## src/cdq_pkg.sv

```systemverilog
`timescale 1ns / 1ps
// -----------------------------------------------------------------------------
// cdq_pkg
// Shared types and constants for the circular deque block.
// -----------------------------------------------------------------------------
package cdq_pkg;

   // Width of one stored word and of the occupancy field.
   localparam int WordW = 32;
   localparam int OccW  = 4;

   // Value reported for a push or a refused operation.
   localparam logic signed [WordW-1:0] PopNone = {WordW{1'b1}};

   // Operation codes of an input item.
   typedef enum logic [1:0] {
      OP_PUSH_FRONT = 2'd0,
      OP_PUSH_REAR  = 2'd1,
      OP_POP_FRONT  = 2'd2,
      OP_POP_REAR   = 2'd3
   } op_type;

   // Status codes of a result item.
   typedef enum logic [1:0] {
      ST_DONE  = 2'd0,
      ST_FULL  = 2'd1,
      ST_EMPTY = 2'd2
   } status_type;

endpackage

```

## src/cdq_ram.sv

```systemverilog
`timescale 1ns / 1ps
// -----------------------------------------------------------------------------
// cdq_ram
// Generic single-port-write, single-port-read RAM with a registered read.
// -----------------------------------------------------------------------------
module cdq_ram #(
   parameter int WIDTH = 32,
   parameter int DEPTH = 8
) (
   input  logic                     clock,
   input  logic                     wr_en,
   input  logic [$clog2(DEPTH)-1:0] wr_addr,
   input  logic [WIDTH-1:0]         wr_data,
   input  logic                     rd_en,
   input  logic [$clog2(DEPTH)-1:0] rd_addr,
   output logic [WIDTH-1:0]         rd_data
);

   logic [WIDTH-1:0] mem_ff [DEPTH];
   logic [WIDTH-1:0] rd_data_ff;

   // Write port.
   always_ff @(posedge clock) begin
      if (wr_en) begin
         mem_ff[wr_addr] <= wr_data;
      end
   end

   // Read port; the read data is registered and valid in the cycle after the address.
   always_ff @(posedge clock) begin
      if (rd_en) begin
         rd_data_ff <= mem_ff[rd_addr];
      end
   end

   assign rd_data = rd_data_ff;

endmodule

```

## src/circular_deque.sv

```systemverilog
`timescale 1ns / 1ps
// -----------------------------------------------------------------------------
// circular_deque
// Double-ended queue of signed words kept in a circular RAM.
// -----------------------------------------------------------------------------
// Usage:
// An item is accepted at a rising edge where start is high and busy is low.
// The item carries an operation (push front, push rear, pop front, pop rear)
// and a word that pushes store. busy is high only while reset is held, so
// outside reset one item can be accepted in every cycle.
// Each item produces exactly one result in the cycle after it is accepted:
// rsp_strobe is high for that single cycle, with the popped word, a status
// and the occupancy after the operation. A push, or any refused item,
// reports all ones as the popped word. A push on a full deque and a pop on
// an empty deque are refused and leave the contents unchanged.
// Throughput is one item per cycle. The result word comes from the registered
// read of the entry RAM, which is issued at the accepting edge while the
// pointers update at the same edge.
// Reset clears the front pointer, the count and the strobe; the RAM is not
// cleared, since an entry is only read after a push wrote it.
// The receiver cannot stall: each result must be taken in its strobe cycle.
// -----------------------------------------------------------------------------
module circular_deque #(
   parameter int DEPTH = 8
) (
   input  logic                              clock,
   input  logic                              reset,
   input  logic                              start,
   output logic                              busy,
   input  cdq_pkg::op_type                   req_op,
   input  logic signed [cdq_pkg::WordW-1:0]  req_push_value,
   output logic                              rsp_strobe,
   output logic signed [cdq_pkg::WordW-1:0]  rsp_pop_value,
   output cdq_pkg::status_type               rsp_status,
   output logic [cdq_pkg::OccW-1:0]          rsp_occupancy
);

   import cdq_pkg::*;

   localparam int PtrW = $clog2(DEPTH);
   localparam int CntW = $clog2(DEPTH + 1);
   localparam int SumW = CntW + 1;
   localparam logic [PtrW-1:0] LastSlot  = PtrW'(DEPTH - 1);
   localparam logic [CntW-1:0] FullCount = CntW'(DEPTH);
   localparam logic [SumW-1:0] DepthSum  = SumW'(DEPTH);

   logic [PtrW-1:0] front_ff, front_in;
   logic [CntW-1:0] count_ff, count_in;
   logic            strobe_ff;
   logic            pop_ok_ff, pop_ok_in;
   status_type      status_ff, status_in;
   logic [CntW-1:0] occ_ff;

   logic            accept;
   logic            full, empty;
   logic [SumW-1:0] rear_sum, last_sum;
   logic [PtrW-1:0] rear_slot, last_slot, prev_front, next_front;
   logic            wr_en, rd_en;
   logic [PtrW-1:0] wr_addr, rd_addr;
   logic [WordW-1:0] rd_data;
   logic [CntW+OccW-1:0] occ_ext;

   // No item is taken while reset is held.
   assign busy   = reset;
   assign accept = start && !busy;
   assign full   = (count_ff == FullCount);
   assign empty  = (count_ff == '0);

   // Slot arithmetic: front plus count stays below twice the depth.
   always_comb begin
      rear_sum   = SumW'(front_ff) + SumW'(count_ff);
      last_sum   = rear_sum - SumW'(1);
      rear_slot  = (rear_sum >= DepthSum) ? PtrW'(rear_sum - DepthSum) : PtrW'(rear_sum);
      last_slot  = (last_sum >= DepthSum) ? PtrW'(last_sum - DepthSum) : PtrW'(last_sum);
      prev_front = (front_ff == '0) ? LastSlot : front_ff - PtrW'(1);
      next_front = (front_ff == LastSlot) ? '0 : front_ff + PtrW'(1);
   end

   // Operation decode: pointer update and RAM access for the accepted item.
   always_comb begin
      front_in  = front_ff;
      count_in  = count_ff;
      status_in = ST_DONE;
      pop_ok_in = 1'b0;
      wr_en     = 1'b0;
      rd_en     = 1'b0;
      wr_addr   = rear_slot;
      rd_addr   = front_ff;
      case (req_op)
         OP_PUSH_FRONT: begin
            if (full) begin
               status_in = ST_FULL;
            end else begin
               front_in = prev_front;
               count_in = count_ff + CntW'(1);
               wr_en    = accept;
               wr_addr  = prev_front;
            end
         end
         OP_PUSH_REAR: begin
            if (full) begin
               status_in = ST_FULL;
            end else begin
               count_in = count_ff + CntW'(1);
               wr_en    = accept;
               wr_addr  = rear_slot;
            end
         end
         OP_POP_FRONT: begin
            if (empty) begin
               status_in = ST_EMPTY;
            end else begin
               front_in  = next_front;
               count_in  = count_ff - CntW'(1);
               pop_ok_in = 1'b1;
               rd_en     = accept;
               rd_addr   = front_ff;
            end
         end
         default: begin
            if (empty) begin
               status_in = ST_EMPTY;
            end else begin
               count_in  = count_ff - CntW'(1);
               pop_ok_in = 1'b1;
               rd_en     = accept;
               rd_addr   = last_slot;
            end
         end
      endcase
   end

   // Control state: pointers, count and result strobe.
   always_ff @(posedge clock) begin
      if (reset) begin
         front_ff  <= '0;
         count_ff  <= '0;
         strobe_ff <= 1'b0;
      end else begin
         strobe_ff <= accept;
         if (accept) begin
            front_ff <= front_in;
            count_ff <= count_in;
         end
      end
   end

   // Result payload registers.
   always_ff @(posedge clock) begin
      if (accept) begin
         pop_ok_ff <= pop_ok_in;
         status_ff <= status_in;
         occ_ff    <= count_in;
      end
   end

   cdq_ram #(
      .WIDTH(WordW),
      .DEPTH(DEPTH)
   ) u_ram (
      .clock  (clock),
      .wr_en  (wr_en),
      .wr_addr(wr_addr),
      .wr_data(req_push_value),
      .rd_en  (rd_en),
      .rd_addr(rd_addr),
      .rd_data(rd_data)
   );

   // Result ports; occupancy is cut to its field width.
   assign occ_ext       = {{OccW{1'b0}}, occ_ff};
   assign rsp_strobe    = strobe_ff;
   assign rsp_pop_value = pop_ok_ff ? $signed(rd_data) : PopNone;
   assign rsp_status    = status_ff;
   assign rsp_occupancy = occ_ext[OccW-1:0];

endmodule

```

## config.mk

```make
export PLATFORM = sky130hd
export DESIGN_NAME = circular_deque
export DESIGN_NICKNAME = d
export VERILOG_FILES = /design/src/cdq_pkg.sv /design/src/cdq_ram.sv /design/src/circular_deque.sv
export SDC_FILE = /design/constraint.sdc
export NUM_CORES = 1
export LEC_CHECK = 0
export BUFFER_PORTS_ARGS = -buffer_cell sky130_fd_sc_hd__buf_4
export CAP_MARGIN = 20
export CORE_ASPECT_RATIO = 0.7
export CORE_MARGIN = 2
export CORE_UTILIZATION = 40
export DETAILED_ROUTE_END_ITERATION = 8
export SYNTH_ARGS = -nofsm -noshare
export SYNTH_HDL_FRONTEND = slang
export SYNTH_SLANG_ARGS = --single-unit
```

## constraint.sdc

```tcl
create_clock -name clock -period 10.5 [get_ports clock]
set_input_delay 0.525 -clock clock [delete_from_list [all_inputs] [get_ports clock]]
set_output_delay 0.525 -clock clock [all_outputs]
set_load 0.005 [all_outputs]
```

==> impl_metrics.yaml, run 1 <==
yosys:
  yosys_warnings: 0
  syn_area_mm2: 0.01288
  avgSynthCellArea_um2: 13.67
  synth-edff-count: 295
  syn_inst: 942
  yosysMostFrequentCell: "edfxtp_1"
  synth.largest_area_cell: "edfxtp_1"
  yosysTopAreaCellShare_pct: 68.80
  yosysSeqAreaShare_pct: 70.04
  synth.distinct_cells: 43
  synthTopCellsByArea: "edfxtp_1, a21o_1, nand3_1"
  async_reset_ff_share_pct: 0
  synth_commonest_cells: "edfxtp_1, nand3_1, o21ai_0, a21o_1, clkbuf_1"
  synth_nets: 988
  synthFlopType: "edfxtp_1"
  synth_seq_cells: 303
cells_and_area:
  register_area_mm2: 0.009019
  area_growth_pct: 14.15
  fillers: 2795
  drive_gt1_share_pct: 16.12
  multi_input_area_mm2: 0.003481
  fin_util_pct: 46.78
  fin_nets: 1038
critical_path:
  endpoint_kind: "flop"
  cp_cell_sequence: "ha_1 > inv_1 > fa_1 > ha_1 > xor3_1 > nor4_4 > buf_4 > o21ai_0 > a21o_1 > nand4_1"
  path_max_fanout: 115
  critical_path_buf_inv_count: 2
  reg2regPathDepth: 10
  rrSetupSlack_ps: 6580
  critPathMostFrequentCell: "ha_1"
  start_kind: "flop"
  crit_family: "buffers and inverters"
  cp_slowest_cell: "buf_4"
  arrival_ps: 4330
  slowest_delay_ps: 920
  r2r_start: "front_ff[0]"
  critical_path_class: "flop to flop"
  rr_endpoint: "u_ram.rd_data[18]"
  required_ps: 10910
worst_hold_path:
  hold_depth: 1
  hold_path.class: "primary input to flop"
  whs_endpoint: "u_ram.mem_ff[2][16]"
  holdCritStartpoint: "req_push_value[16]"
clock_tree:
  clk_path_buf_depth: 3
  cts_hold_buf: 0
  numCtsBuffers: 29
  clk_latency_ps: 550
  cts_tree: "done"
  cts.sink_count: 303
  cts.clk_slew.worst_paths_ps: 70
  cts-htree-levels: 1
  post-cts-setup-buffer-count: 0
  ctsResizeCount: 0
  root_buffer: "clkbuf_16"
power:
  peakVddDrop_uv: 99.88
  power_density_mw_per_mm2: 187.7
  total_leakage_power_nw: 5.080
floorplanning:
  dieArea_mm2: 0.03366
  placementRows: 54
  coreArea_mm2: 0.03142
  num_io_pins: 77
  initial_core_util_pct: 40.98
  die_w_um: 218.4
  die_height_um: 154.1
global_route:
  grt_use_total_pct: 18.52
  antenna_found_initial: 0
  grt_max_degree: 116
  grt_pass1_vias: 7964
  grt_remaining_overflow: 0
  grt_pass1_wl_um: 48200
timing:
  maxSlewHeadroom_pct: 23.91
  period_share_pct: 37.34
  fin_setup_tns_ps: 0
  rsz0062_at_grt: "no"
  finalSetupViolations: 0
  fin_skew_ps: 8.541
  maxSlewViolCount: 0
  holdWs_ps: 208.4
  fin_crit_ps: 3921
  finalHoldViolCount: 0
  tightest_slew_ps: 1141
  clock.fmax_ghz: 0.2551
  setup_ws_ps: 6579
place:
  gp_routability_congestion: 0.7659
  post-place-ws_ps: 6623
  port_buffers: 76
  dp_hpwl_um: 15890
detailed_routing:
  wl_per_cell_um: 21.69
  dr_total_vias: 7973
  remaining_drc_errors: 0
  drt_first_pass_iters: 5
  routed_wl_um: 31060
  drtIter0Drc: 724
  antenna_left: 0
  vias_per_cell: 5.568
flow_run:
  maxCapViolCount: 0
outcome:
  outcome: "finished clean"
-- worst max path at each step --
| stage | from | endpoint | depth (start not counted) |
|---|---|---|---|
| floorplan | count_ff[0] | u_ram.mem_ff[2][0] | 7 |
| global placement | front_ff[0] | u_ram.rd_data[31] | 11 |
| detailed placement | front_ff[0] | u_ram.rd_data[9] | 10 |
| CTS | front_ff[0] | u_ram.rd_data[9] | 10 |
| global route | front_ff[0] | u_ram.rd_data[25] | 10 |
| finish | front_ff[0] | u_ram.rd_data[18] | 10 |
-- worst reg2reg max path, delay by kind of cell, from the launching register on --
| kind | cells | cell delay (ps) |
|---|---|---|
| buffers and inverters | 2 | 970 |
| adder cells (fa/ha/maj) | 3 | 870 |
| AND/OR/NAND/NOR | 2 | 600 |
| AO/OA/AOI/OAI | 2 | 550 |
| flip-flops | 1 | 470 |
| XOR/XNOR | 1 | 330 |
-- layout make-up --
type / instances / area share (%)
sequential: 303 / 61.36
multi-input combinational: 546 / 23.68
timing repair buffer: 99 / 5.057
clock buffer: 33 / 5.040
tap: 420 / 3.575
clock inverter: 17 / 0.9364
inverter: 13 / 0.3320
antenna: 1 / 0.01703
-- report_power, final --
part / switching [mW] / total [mW] / internal, mW
Combinational: 0.246 / 0.380 / 0.134
Sequential: 0.0134 / 1.38 / 1.37
Clock: 0.442 / 0.994 / 0.552
-- stage by stage --
step,std cells,power (mW),cell area (µm²)
2_1_floorplan,942,1.661,12880
3_3_place_gp,1381,1.788,13820
3_5_place_dp,1381,1.793,13820
4_1_cts,1431,2.783,14700
5_1_grt,1431,2.871,14700
6_report,1432,2.759,14700
-- sequential cells by signal, summed over array words and instances, names as in the netlist --
signal         count
pop_ok_ff          1
rsp_strobe         1
count_ff           4
u_ram.rd_data     32
front_ff           3
rsp_status         2
rsp_occupancy      4
u_ram.mem_ff     256
-- placed cells by master, fill, tap and decap left out, types with 2 or more instances in the layout --
cell type,n
a21o_1,129
nor3_2,10
bufinv_16,2
o31a_2,3
a21oi_1,2
o21ai_0,130
clkinv_2,7
nand3b_1,2
buf_4,99
a211oi_1,3
clkinvlp_4,2
xnor2_1,2
ha_1,8
o211a_1,2
mux2i_1,7
clkbuf_1,4
mux2_2,3
xor2_1,3
nand2_1,6
nand4_1,32
or4_1,2
clkinv_1,5
nor2_1,10
nor3_1,4
inv_1,13
clkbuf_16,29
and3_1,2
edfxtp_1,295
dfxtp_1,8
nand3_1,134
nand2b_1,35
-- cell families after synthesis --
family,Yosys count,share of synthesized area [%]
AO/OA/AOI/OAI,277,13.64
XOR/XNOR,6,0.5248
adder cells (fa/ha/maj),9,0.9329
buffers and inverters,93,3.683
flip-flops,303,70.04
multiplexers,10,0.8065
AND/OR/NAND/NOR,244,10.37
-- routing by layer --
metal	GRT usage, %	part of all wire (%)
met4	2.753	1.3
met3	3.027	4.6
met2	28.62	46
met5	0	0
met1	27.99	48
(Power assumes the default switching activity.)
==> run 2, diff against run 1 <==
ABC_AREA = 1   (was unset)
clock period = 3.5 ns   (was 10.5 ns; I/O delays follow)
==> run 2 against run 1 <==
  * Clock power grew to 3.1 times the previous value
  * Via count up 18%
  * Maximum frequency increased by 39%
  * Final cell count rose by 35%
  * Critical endpoint is now u_ram.rd_data[4]
  * Non-clock buffer count grew 41
  * Register-to-register slack worse by 5900 ps
  * Largest cell class unchanged
  * Utilization is 1.4 points higher
  * Sequential cell count did not move
  * Critical path depth up 1
==> impl_metrics.yaml, run 2 <==
outcome:
  outcome: "finished clean"
cells_and_area:
  fin_util_pct: 48.17
  area_growth_pct: 18.26
  final_cell_mix: "nand2_1, inv_1, edfxtp_1"
  final_common_cell: "nand2_1"
  register_area_mm2: 0.009019
  fillers: 3106
  multi_input_area_mm2: 0.003233
  largest_reg_flops: 256
  regMostFlops: "u_ram.mem_ff"
  fin_nets: 1524
  drive_gt1_share_pct: 11.14
  antennaDiodeCount: 0
detailed_routing:
  routed_wl_um: 32980
  wl_per_cell_um: 17.05
  drt_first_pass_iters: 5
  antenna_left: 0
  drtIter0Drc: 885
  vias_per_cell: 4.880
  remaining_drc_errors: 0
  dr_total_vias: 9437
timing:
  finalSetupViolations: 0
  fin_setup_tns_ps: 0
  finalHoldViolCount: 0
  maxSlewViolCount: 0
  fin_crit_ps: 2811
  rsz0062_at_grt: "no"
  maxSlewHeadroom_pct: 47.29
  period_share_pct: 80.32
  fin_skew_ps: 14.39
  tightest_slew_ps: 790.7
  clock.fmax_ghz: 0.3557
critical_path:
  path_max_fanout: 42
  rrSetupSlack_ps: 690
  endpoint_kind: "flop"
  critical_path_class: "flop to flop"
  start_kind: "flop"
  required_ps: 3920
  arrival_ps: 3230
yosys:
  synth.largest_area_cell: "edfxtp_1"
  synthFlopType: "edfxtp_1"
  syn_area_mm2: 0.01370
  synth_nets: 1419
  synth-edff-count: 295
  yosys_warnings: 0
  yosysTopAreaCellShare_pct: 64.67
  synth.distinct_cells: 24
  syn_inst: 1373
  yosysMostFrequentCell: "nand2_1"
  avgSynthCellArea_um2: 9.977
  synth_seq_cells: 303
  yosysSeqAreaShare_pct: 65.84
  synthTopCellsByArea: "edfxtp_1, nand3_1, nand2_1"
  async_reset_ff_share_pct: 0
  synth_commonest_cells: "nand2_1, inv_1, edfxtp_1, nand3_1, buf_2"
clock_tree:
  numCtsBuffers: 29
  cts-htree-levels: 1
  cts_tree: "done"
  root_buffer: "clkbuf_16"
  post-cts-setup-buffer-count: 0
  clk_path_buf_depth: 3
  cts.clk_slew.worst_paths_ps: 70
  clk_latency_ps: 560
  cts.sink_count: 303
global_route:
  grt_use_total_pct: 18.64
  use_met1_pct: 28.42
  antenna_found_initial: 0
  met2_usage_pct: 27.79
  grt_pass1_wl_um: 51560
  grt_remaining_overflow: 0
  top_usage_layer: "met1"
  grt_max_degree: 96
  grtUsageMet3_pct: 2.794
  grt_pass1_vias: 8943
worst_hold_path:
  hold_path.class: "primary input to flop"
power:
  power_density_mw_per_mm2: 508.8
  peakVddDrop_uv: 353.8
  total_leakage_power_nw: 7.222
floorplanning:
  die_w_um: 225.2
  num_io_pins: 77
  placementRows: 56
  die_height_um: 158.8
  coreArea_mm2: 0.03363
  initial_core_util_pct: 40.73
  dieArea_mm2: 0.03577
flow_run:
  maxCapViolCount: 0
place:
  gp_routability_congestion: 0.8154
  port_buffers: 76
  dp_hpwl_um: 18940
[run 2: cell count changes in the layout (fill, tap and decap cells not counted), sizes merged, moves of 35 or more]
cell / before / now
nand2: 6 / 329
inv: 14 / 318
o21ai: 130 / 18
a21o: 129 / 0
nand3: 134 / 295
nand2b: 35 / 0
dlygate4sd3: 0 / 36
[run 2: cell families (layout without fill, tap and decap cells)]
kind of cell	count (synthesis)	after routing	share of synthesized area (%)
adder cells (fa/ha/maj)	9	9	0.8769
buffers and inverters	384	510	11.25
XOR/XNOR	4	4	0.2558
AO/OA/AOI/OAI	28	28	1.242
AND/OR/NAND/NOR	645	645	20.53
flip-flops	303	303	65.84
[run 2: report_power, final]
group	switching, mW	total [mW]	internal, mW
registers	0.0305	4.11	4.08
logic	0.709	1.08	0.366
clock network	1.32	3.05	1.73
total	2.06	8.24	6.18
[run 2: final timing paths]
| kind | start | endpoint | cells after the start |
|---|---|---|---|
| setup / recovery | front_ff[0] | u_ram.rd_data[4] | 11 |
| hold / removal | req_op[0] | front_ff[0] | 4 |
| setup reg to reg | front_ff[0] | u_ram.rd_data[4] | 11 |
| hold reg to reg | count_ff[1] | count_ff[1] | 2 |
[run 2: cell type report]
type | count | share of cell area [%]
Inverter | 318 | 7.368
Sequential cell | 303 | 55.67
Timing Repair Buffer | 140 | 8.048
Clock buffer | 41 | 4.943
Tap cell | 435 | 3.360
Multi-Input combinational cell | 686 | 19.96
Clock inverter | 11 | 0.6488
[run 2: through the flow]
step	area [µm²]	power (mW)	hold slack, ps	setup slack (ps)	std cells
2_1_floorplan	13700	4.841	247.4	182.3	1373
3_3_place_gp	14930	5.226	415.0	719.7	1846
3_5_place_dp	14930	5.241	418.9	711.4	1846
4_1_cts	16200	8.318	43.45	698.5	1934
5_1_grt	16200	8.591	111.8	476.7	1934
6_report	16200	8.242	79.89	688.8	1934
[run 2: routing by layer]
layer,vias up,wire (µm)
li1,4621,-
met1,4468,15810
met2,298,14280
met3,50,2095
met4,0,799
met5,-,0
[run 2: timing repair]
item	4_1_cts	5_1_grt
endpoints found under the hold margin	264	0
hold buffers	36	0
gates resized for setup	0	0
[run 2: worst max-delay path, cell delays in order, from the launching register on]
cell and delay (ps):
dfxtp_1 430, ha_1 170, inv_1 40, fa_1 460, ha_1 380, inv_1 100
o21ai_4 160, buf_4 490, nand3_1 200, nand2_1 90, nand2_1 50, nand2_1 80
